### src/rtl/assert_macros.svh
// assertion macros for the rtl files, included only by smx_ctrl
`ifndef ASSERT_MACROS_SVH
`define ASSERT_MACROS_SVH
`ifndef SYNTHESIS
`define ASSERT_ALWAYS(lbl, cond, msg) \
	lbl: assert property (@(posedge clk) disable iff (!arst_n) (cond)) else $error(msg);
`define ASSERT_IMPLY(lbl, ante, cons, msg) \
	lbl: assert property (@(posedge clk) disable iff (!arst_n) (ante) |-> (cons)) else $error(msg);
`define ASSERT_NEXT(lbl, ante, cons, msg) \
	lbl: assert property (@(posedge clk) disable iff (!arst_n) (ante) |=> (cons)) else $error(msg);
`else
`define ASSERT_ALWAYS(lbl, cond, msg)
`define ASSERT_IMPLY(lbl, ante, cons, msg)
`define ASSERT_NEXT(lbl, ante, cons, msg)
`endif
`endif

### src/rtl/smx_pkg.sv
// shared types, operation and fault codes for the stack machine executor
package smx_pkg;
	localparam int VALUE_STACK_DEPTH_DEF  = 64;
	localparam int RETURN_STACK_DEPTH_DEF = 16;
	localparam int PROGRAM_LENGTH_DEF     = 1024;

	localparam logic [4:0] OP_PUSH    = 5'd0;
	localparam logic [4:0] OP_PUSHREG = 5'd1;
	localparam logic [4:0] OP_POPREG  = 5'd2;
	localparam logic [4:0] OP_JA      = 5'd3;
	localparam logic [4:0] OP_JAE     = 5'd4;
	localparam logic [4:0] OP_JB      = 5'd5;
	localparam logic [4:0] OP_JBE     = 5'd6;
	localparam logic [4:0] OP_JE      = 5'd7;
	localparam logic [4:0] OP_JNE     = 5'd8;
	localparam logic [4:0] OP_JMP     = 5'd9;
	localparam logic [4:0] OP_CALL    = 5'd10;
	localparam logic [4:0] OP_RET     = 5'd11;
	localparam logic [4:0] OP_ADD     = 5'd12;
	localparam logic [4:0] OP_SUB     = 5'd13;
	localparam logic [4:0] OP_MUL     = 5'd14;
	localparam logic [4:0] OP_DIV     = 5'd15;
	localparam logic [4:0] OP_DUP     = 5'd16;
	localparam logic [4:0] OP_IN      = 5'd17;
	localparam logic [4:0] OP_OUT     = 5'd18;
	localparam logic [4:0] OP_END     = 5'd19;

	localparam logic [2:0] FLT_NONE   = 3'd0;
	localparam logic [2:0] FLT_UNDER  = 3'd1;
	localparam logic [2:0] FLT_OVER   = 3'd2;
	localparam logic [2:0] FLT_BADREG = 3'd3;
	localparam logic [2:0] FLT_CALL   = 3'd4;
	localparam logic [2:0] FLT_DIVZ   = 3'd5;
	localparam logic [2:0] FLT_TARGET = 3'd6;

	localparam int DIV_STEPS = 48;

	typedef enum logic [1:0] {
		ST_IDLE,
		ST_EXEC,
		ST_DIV,
		ST_FIN
	} state_t;

	typedef struct packed {
		logic accept;
		logic start_div;
		logic commit;
	} cmd_t;

	typedef struct packed {
		logic div_go;
		logic div_done;
	} stat_t;
endpackage

### src/rtl/smx_ctrl.sv
// sequencer for one instruction: accept, execute, optional divide, commit
`include "assert_macros.svh"
module smx_ctrl import smx_pkg::*; (
	input  logic  clk,
	input  logic  arst_n,
	input  logic  in_valid,
	output logic  in_stall,
	output logic  res_valid,
	input  logic  res_stall,
	input  stat_t stat,
	output cmd_t  cmd
);
	state_t state_q, state_d;
	logic   res_valid_q;
	logic   out_free;

	assign out_free = !res_valid_q || !res_stall;

	always_ff @(posedge clk or negedge arst_n) begin
		if (!arst_n) begin
			state_q <= ST_IDLE;
		end else begin
			state_q <= state_d;
		end
	end

	always_comb begin
		state_d  = state_q;
		cmd      = '0;
		in_stall = 1'b1;
		case (state_q)
			ST_IDLE: begin
				in_stall = 1'b0;
				if (in_valid) begin
					cmd.accept = 1'b1;
					state_d    = ST_EXEC;
				end
			end
			ST_EXEC: begin
				if (stat.div_go) begin
					cmd.start_div = 1'b1;
					state_d       = ST_DIV;
				end else begin
					state_d = ST_FIN;
				end
			end
			ST_DIV: begin
				if (stat.div_done) state_d = ST_FIN;
			end
			ST_FIN: begin
				if (out_free) begin
					cmd.commit = 1'b1;
					state_d    = ST_IDLE;
				end
			end
			default: state_d = ST_IDLE;
		endcase
	end

	always_ff @(posedge clk or negedge arst_n) begin
		if (!arst_n) begin
			res_valid_q <= 1'b0;
		end else if (cmd.commit) begin
			res_valid_q <= 1'b1;
		end else if (!res_stall) begin
			res_valid_q <= 1'b0;
		end
	end

	assign res_valid = res_valid_q;

	`ASSERT_IMPLY(a_commit_free, cmd.commit, !res_valid_q || !res_stall, "commit over held result")
	`ASSERT_NEXT(a_div_enter, cmd.start_div, state_q == ST_DIV, "divide start lost")
	`ASSERT_IMPLY(a_res_rise, $rose(res_valid_q), $past(cmd.commit), "result without commit")
endmodule

### config.mk
export PLATFORM = sky130hd
export DESIGN_NAME = smx_ctrl
export DESIGN_NICKNAME = d
export VERILOG_FILES = /design/src/rtl/smx_pkg.sv /design/src/rtl/smx_ctrl.sv
export VERILOG_INCLUDE_DIRS = /design/src /design/src/rtl
export SDC_FILE = /design/constraint.sdc
export NUM_CORES = 1
export LEC_CHECK = 0
export BUFFER_PORTS_ARGS = -buffer_cell sky130_fd_sc_hd__buf_2
export CELL_PAD_IN_SITES_DETAIL_PLACEMENT = 0
export CELL_PAD_IN_SITES_GLOBAL_PLACEMENT = 1
export CORE_AREA = 4 4 41 43
export CTS_CLUSTER_SIZE = 14
export DETAILED_ROUTE_END_ITERATION = 10
export DIE_AREA = 0 0 45 47
export GPL_ROUTABILITY_DRIVEN = 0
export GPL_TIMING_DRIVEN = 0
export PLACE_DENSITY_LB_ADDON = 0.3
export SLEW_MARGIN = 20
export SYNTH_ARGS = -nofsm -noshare
export SYNTH_HDL_FRONTEND = slang
export SYNTH_SLANG_ARGS = --single-unit
### constraint.sdc
create_clock -name clk -period 1.49 [get_ports clk]
set_clock_uncertainty 0.05 [all_clocks]
set_input_delay 0.298 -clock clk [delete_from_list [all_inputs] [get_ports clk]]
set_output_delay 0.298 -clock clk [all_outputs]
set_load 0.005 [all_outputs]
* After elaboration in Yosys (flattened, before gate mapping)
Cells that the tools add are included.
** Cells by class
- Equality and inequality tests :: 7
- Multiplexer cells :: 14
- Reductions and logical operators :: 5
** Operators with widths (number)
- two-way mux 1 bit :: 10
- one-hot mux 2 bit (4 select lines) :: 1
- two-way mux 2 bit :: 3
- inequality test 2 bit, second input constant :: 3
- == test 2 bit, second input constant :: 2
- AND reduction 3 bit :: 1
- == test 2 x 1 -> 1 bit, second input constant :: 1
- logical NOT 1 bit :: 2
- logical NOT 2 bit :: 1
- inequality test 2 x 1 -> 1 bit, second input constant :: 1
- logical OR 1 bit :: 1
** Word-level totals
- Bits in registers :: 3
- Output and inout bits :: 5
- Logic and storage cells :: 28
- Input bits :: 6

* Longest topological paths before layout
- Word-level depth :: 5
- Mapped depth :: 5
- Gate-level depth less buffers :: 5

* Worst setup path after synthesis
OpenSTA, ideal clock, no wires.
- Path kind :: flip-flop to flip-flop
- From :: register state_q[0]
- To :: register state_q[1]
- Buffers on the path :: 0
- Period minus slack after synthesis :: 1.402 ns
- Cell stages (with the launch flop) :: 6
- Setup slack :: 0.088 ns
- Library setup time :: 0.125 ns
- Arrival time :: 1.227 ns
- Required time :: 1.315 ns
- Cells stage by stage :: dfrtp_1 > inv_1 > ha_1 > inv_1 > o221ai_2 > mux2_4
** Between the ends
- Longest elaborated chain between the ends :: 3
- Elaborated cells between the ends (all ways) :: 9
- Classes of those cells :: eq/ne: 6; mux: 1; reduce/logical: 2
** Ends and longest elaborated chain
- start, declared :: line smx_ctrl.sv:13 : state_t state_q, state_d;
- start signal, assigned :: line smx_ctrl.sv:23 : state_q <= state_d;
- == test 2 bit or logical NOT 2 bit (tied branches) :: line smx_ctrl.sv:31 : case (state_q)
- inequality test 2 bit (no source line)
- AND reduction 3 bit (no source line)
Several ways; a longest one is shown, not always the timed one.
A chain may end at the register's enable or synchronous reset.

==> results.sh <==
export IMPL_run_status="finished clean"
export IMPL_timing_max_slew_rel_slack=0.836
export IMPL_finalHoldViolCount=0
export IMPL_die_w_um=45
export IMPL_startpoint_type="flop"
export IMPL_required_ns=1.14
export IMPL_dr_pass1_iterations=1
export IMPL_clock_insertion_delay_worst_skew_ns=0.23
export IMPL_clock_tree_from_tritoncts="done"
export IMPL_worstPathArrival_ns=1.11
export IMPL_power_leakage_nw=0.210
export IMPL_critical_path_class="flop to primary output"
export IMPL_global_route_wire_length_before_repair_um=800
export IMPL_postSynthNetCount=33
export IMPL_r2r_end="state_q[1]$_DFFE_PN0P_"
export IMPL_remaining_drc_errors=0
export IMPL_rsz0062_at_grt="yes"
export IMPL_globalRouteTotalUtil=0.0578
export IMPL_power_density_mw_per_mm2=2020
export IMPL_num_vias=228
export IMPL_setup_reg_to_reg_worst_slack_ns=0.05
export IMPL_root_buffer="sky130_fd_sc_hd__clkbuf_4"
export IMPL_timing_rr_start="state_q[0]$_DFFE_PN0P_"
export IMPL_fp_row_count=13
export IMPL_detail_route_wl_per_cell_um=9.91
export IMPL_cts_clk_slew_worst_paths_ns=0.04
export IMPL_synth_cell_area_um2=245
export IMPL_grt_overflow=0
export IMPL_vias_per_cell=4.07
export IMPL_max_cap_violations=0
export IMPL_port_buffer_count=10
export IMPL_synth_sequential_area_ratio=0.306
export IMPL_area_of_the_core_mm2=0.00130
export IMPL_fmax_ghz=0.684
export IMPL_multi_input_area_um2=198
export IMPL_worst_hold_startpoint="res_stall"
export IMPL_critical_path_slowest_cell="sky130_fd_sc_hd__dfrtp_2"
export IMPL_pin_count_of_the_biggest_net_entering_global_routing=5
export IMPL_initial_antenna_violation_count=0
export IMPL_number_of_distinct_library_cells_after_synthesis=12
export IMPL_worst_voltage_drop_across_the_vdd_grid_mv=0.873
export IMPL_series_of_cell_instances_along_the_critical_path="inv_4 -> ha_4 -> and2_4 -> buf_6"
export IMPL_ys_warn_count=0
export IMPL_finalPower_uw=897
export IMPL_worst_path_largest_cell_delay_ns=0.43
export IMPL_min_path_type="primary input to flop"
export IMPL_fillerInstances=152
export IMPL_die_h_um=47
export IMPL_post_route_cells_drive_above_1_share=0.707
export IMPL_yosys_register_bits=3
export IMPL_post_synth_cell_area_avg_um2=11.1
export IMPL_drt_iter0_drc=0
export IMPL_floorplan_die_area_mm2=0.00212
export IMPL_cts_num_sinks=3
export IMPL_register_area_um2=77.6
export IMPL_ios=11
export IMPL_syn_inst=22
export IMPL_htreeDepth=1
export IMPL_cts_buffers_inserted=3
export IMPL_post_route_cell_area_um2=443
export IMPL_clk_path_buf_depth=2
export IMPL_place_ws_ns=-0.0182
export IMPL_finalWirelength_um=555
export IMPL_setup_violations_final=0
export IMPL_worst_margin_pin_slew_ns=0.245
export IMPL_antenna_cells_inserted=0
export IMPL_fin_nets=53
export IMPL_critical_path_peak_fanout=4
export IMPL_floorplan_initialDensity=0.188
export IMPL_final_min_clock_period_ns=1.46
export IMPL_ant_nets=0
export IMPL_worstSetupEndpointType="primary output"
export IMPL_post_route_worst_setup_slack_ns=0.0289
export IMPL_whs_path_depth=2
export IMPL_grt_pass1_vias=237
export IMPL_dpl_cell_area_um2=314
export IMPL_r2r_cells=5
export IMPL_flow_area_growth_from_synthesis_pct=80.6
export IMPL_report_final_slew_viol_count=0
export IMPL_whs_endpoint="res_valid$_DFFE_PN0P_"
export IMPL_min_period_over_period=0.981
## per-layer routing
metal,vias up,GRT usage,wire length [um]
met5,-,0,0
li1,111,-,-
met1,111,0.0457,207
met3,0,0.0115,38
met2,6,0.0989,309
met4,0,0.0877,0
## cells in the mapped netlist
master,count,area share
sky130_fd_sc_hd__a221oi_1,1,0.036
sky130_fd_sc_hd__a21boi_0,1,0.031
sky130_fd_sc_hd__nor2b_1,1,0.026
sky130_fd_sc_hd__inv_1,4,0.061
sky130_fd_sc_hd__mux2i_1,1,0.041
sky130_fd_sc_hd__dfrtp_1,3,0.31
sky130_fd_sc_hd__a21o_1,1,0.031
sky130_fd_sc_hd__and2_1,2,0.051
sky130_fd_sc_hd__ha_1,5,0.26
sky130_fd_sc_hd__mux2_4,1,0.061
sky130_fd_sc_hd__o221ai_2,1,0.061
sky130_fd_sc_hd__nand3_2,1,0.041
## report_power, final
group	total (mW)	switching, mW	internal (mW)
logic	0.548	0.221	0.328
registers	0.207	0.0743	0.133
clock network	0.141	0.0409	0.100
## what timing repair did
action                                  CTS  global route
setup buffers                             3             1
resized for setup                         4            13
endpoints found under the setup margin    5             4
hold buffers                              1             0
pin swaps                                 1             3
endpoints found under the hold margin     3             0
## registers in the layout, indices dropped and copies added, names as in the netlist
register,flops
res_valid,1
state_q,2
## how the worst max path moves through the flow
stage	start	endpoint	slack [ns]	cells after the start
6_report	state_q[0]$_DFFE_PN0P_	cmd[2]	0.03	4
5_1_grt	state_q[0]$_DFFE_PN0P_	cmd[2]	-0.01	4
4_1_cts	state_q[0]$_DFFE_PN0P_	cmd[2]	-0.005	4
3_3_place_gp	state_q[0]$_DFFE_PN0P_	state_q[1]$_DFFE_PN0P_	0.01	5
2_1_floorplan	state_q[0]$_DFFE_PN0P_	state_q[1]$_DFFE_PN0P_	0.09	5
3_5_place_dp	state_q[0]$_DFFE_PN0P_	state_q[1]$_DFFE_PN0P_	-0.02	5
## final cells by class
| type | count | share of cell area |
|---|---|---|
| Inverter | 4 | 0.0452 |
| Tap cell | 15 | 0.0424 |
| Clock buffer | 4 | 0.0593 |
| Timing Repair Buffer | 15 | 0.232 |
| Sequential cell | 3 | 0.175 |
| Multi-Input combinational cell | 15 | 0.446 |
## metrics by stage
step / cells / utilization / TNS (ns) / hold WS (ns)
2_1_floorplan: 22 / - / 0 / -0.0476
3_3_place_gp: 47 / 0.241 / 0 / 0.0428
3_5_place_dp: 47 / 0.241 / -0.0182 / 0.0448
4_1_cts: 55 / 0.290 / -0.00482 / 0.260
5_1_grt: 56 / 0.340 / -0.0443 / 0.285
6_report: 56 / 0.340 / 0 / 0.269
## worst max-delay path: cells and delay by family, from the launching register on
kind          cells  cell delay [ns]
simple gates      1             0.13
flops             1             0.43
fa+ha+maj         1             0.15
buf+inv           2             0.16
## placed cells by master, fill, tap and decap left out
cell / n
sky130_fd_sc_hd__buf_6: 2
sky130_fd_sc_hd__clkbuf_1: 1
sky130_fd_sc_hd__dlygate4sd3_1: 1
sky130_fd_sc_hd__nand3_2: 1
sky130_fd_sc_hd__a21o_1: 1
sky130_fd_sc_hd__o221ai_2: 1
sky130_fd_sc_hd__inv_4: 2
sky130_fd_sc_hd__inv_1: 2
sky130_fd_sc_hd__mux2_4: 1
sky130_fd_sc_hd__ha_1: 2
sky130_fd_sc_hd__buf_2: 8
sky130_fd_sc_hd__mux2i_1: 1
sky130_fd_sc_hd__dfrtp_2: 2
sky130_fd_sc_hd__a221oi_1: 1
sky130_fd_sc_hd__nor2b_1: 1
sky130_fd_sc_hd__and2_4: 2
sky130_fd_sc_hd__ha_4: 3
sky130_fd_sc_hd__clkbuf_4: 3
sky130_fd_sc_hd__buf_4: 4
sky130_fd_sc_hd__dfrtp_1: 1
sky130_fd_sc_hd__a21boi_1: 1
## kinds of logic (layout without fill, tap and decap cells)
kind of cell,Yosys count,after routing,synth area share
adder cells (fa/ha/maj),5,5,0.255
buffers and inverters,4,23,0.0612
flip-flops,3,3,0.306
AO/OA/AOI/OAI,4,4,0.158
AND/OR/NAND/NOR,4,4,0.117
multiplexers,2,2,0.102
(Power assumes the default switching activity.)
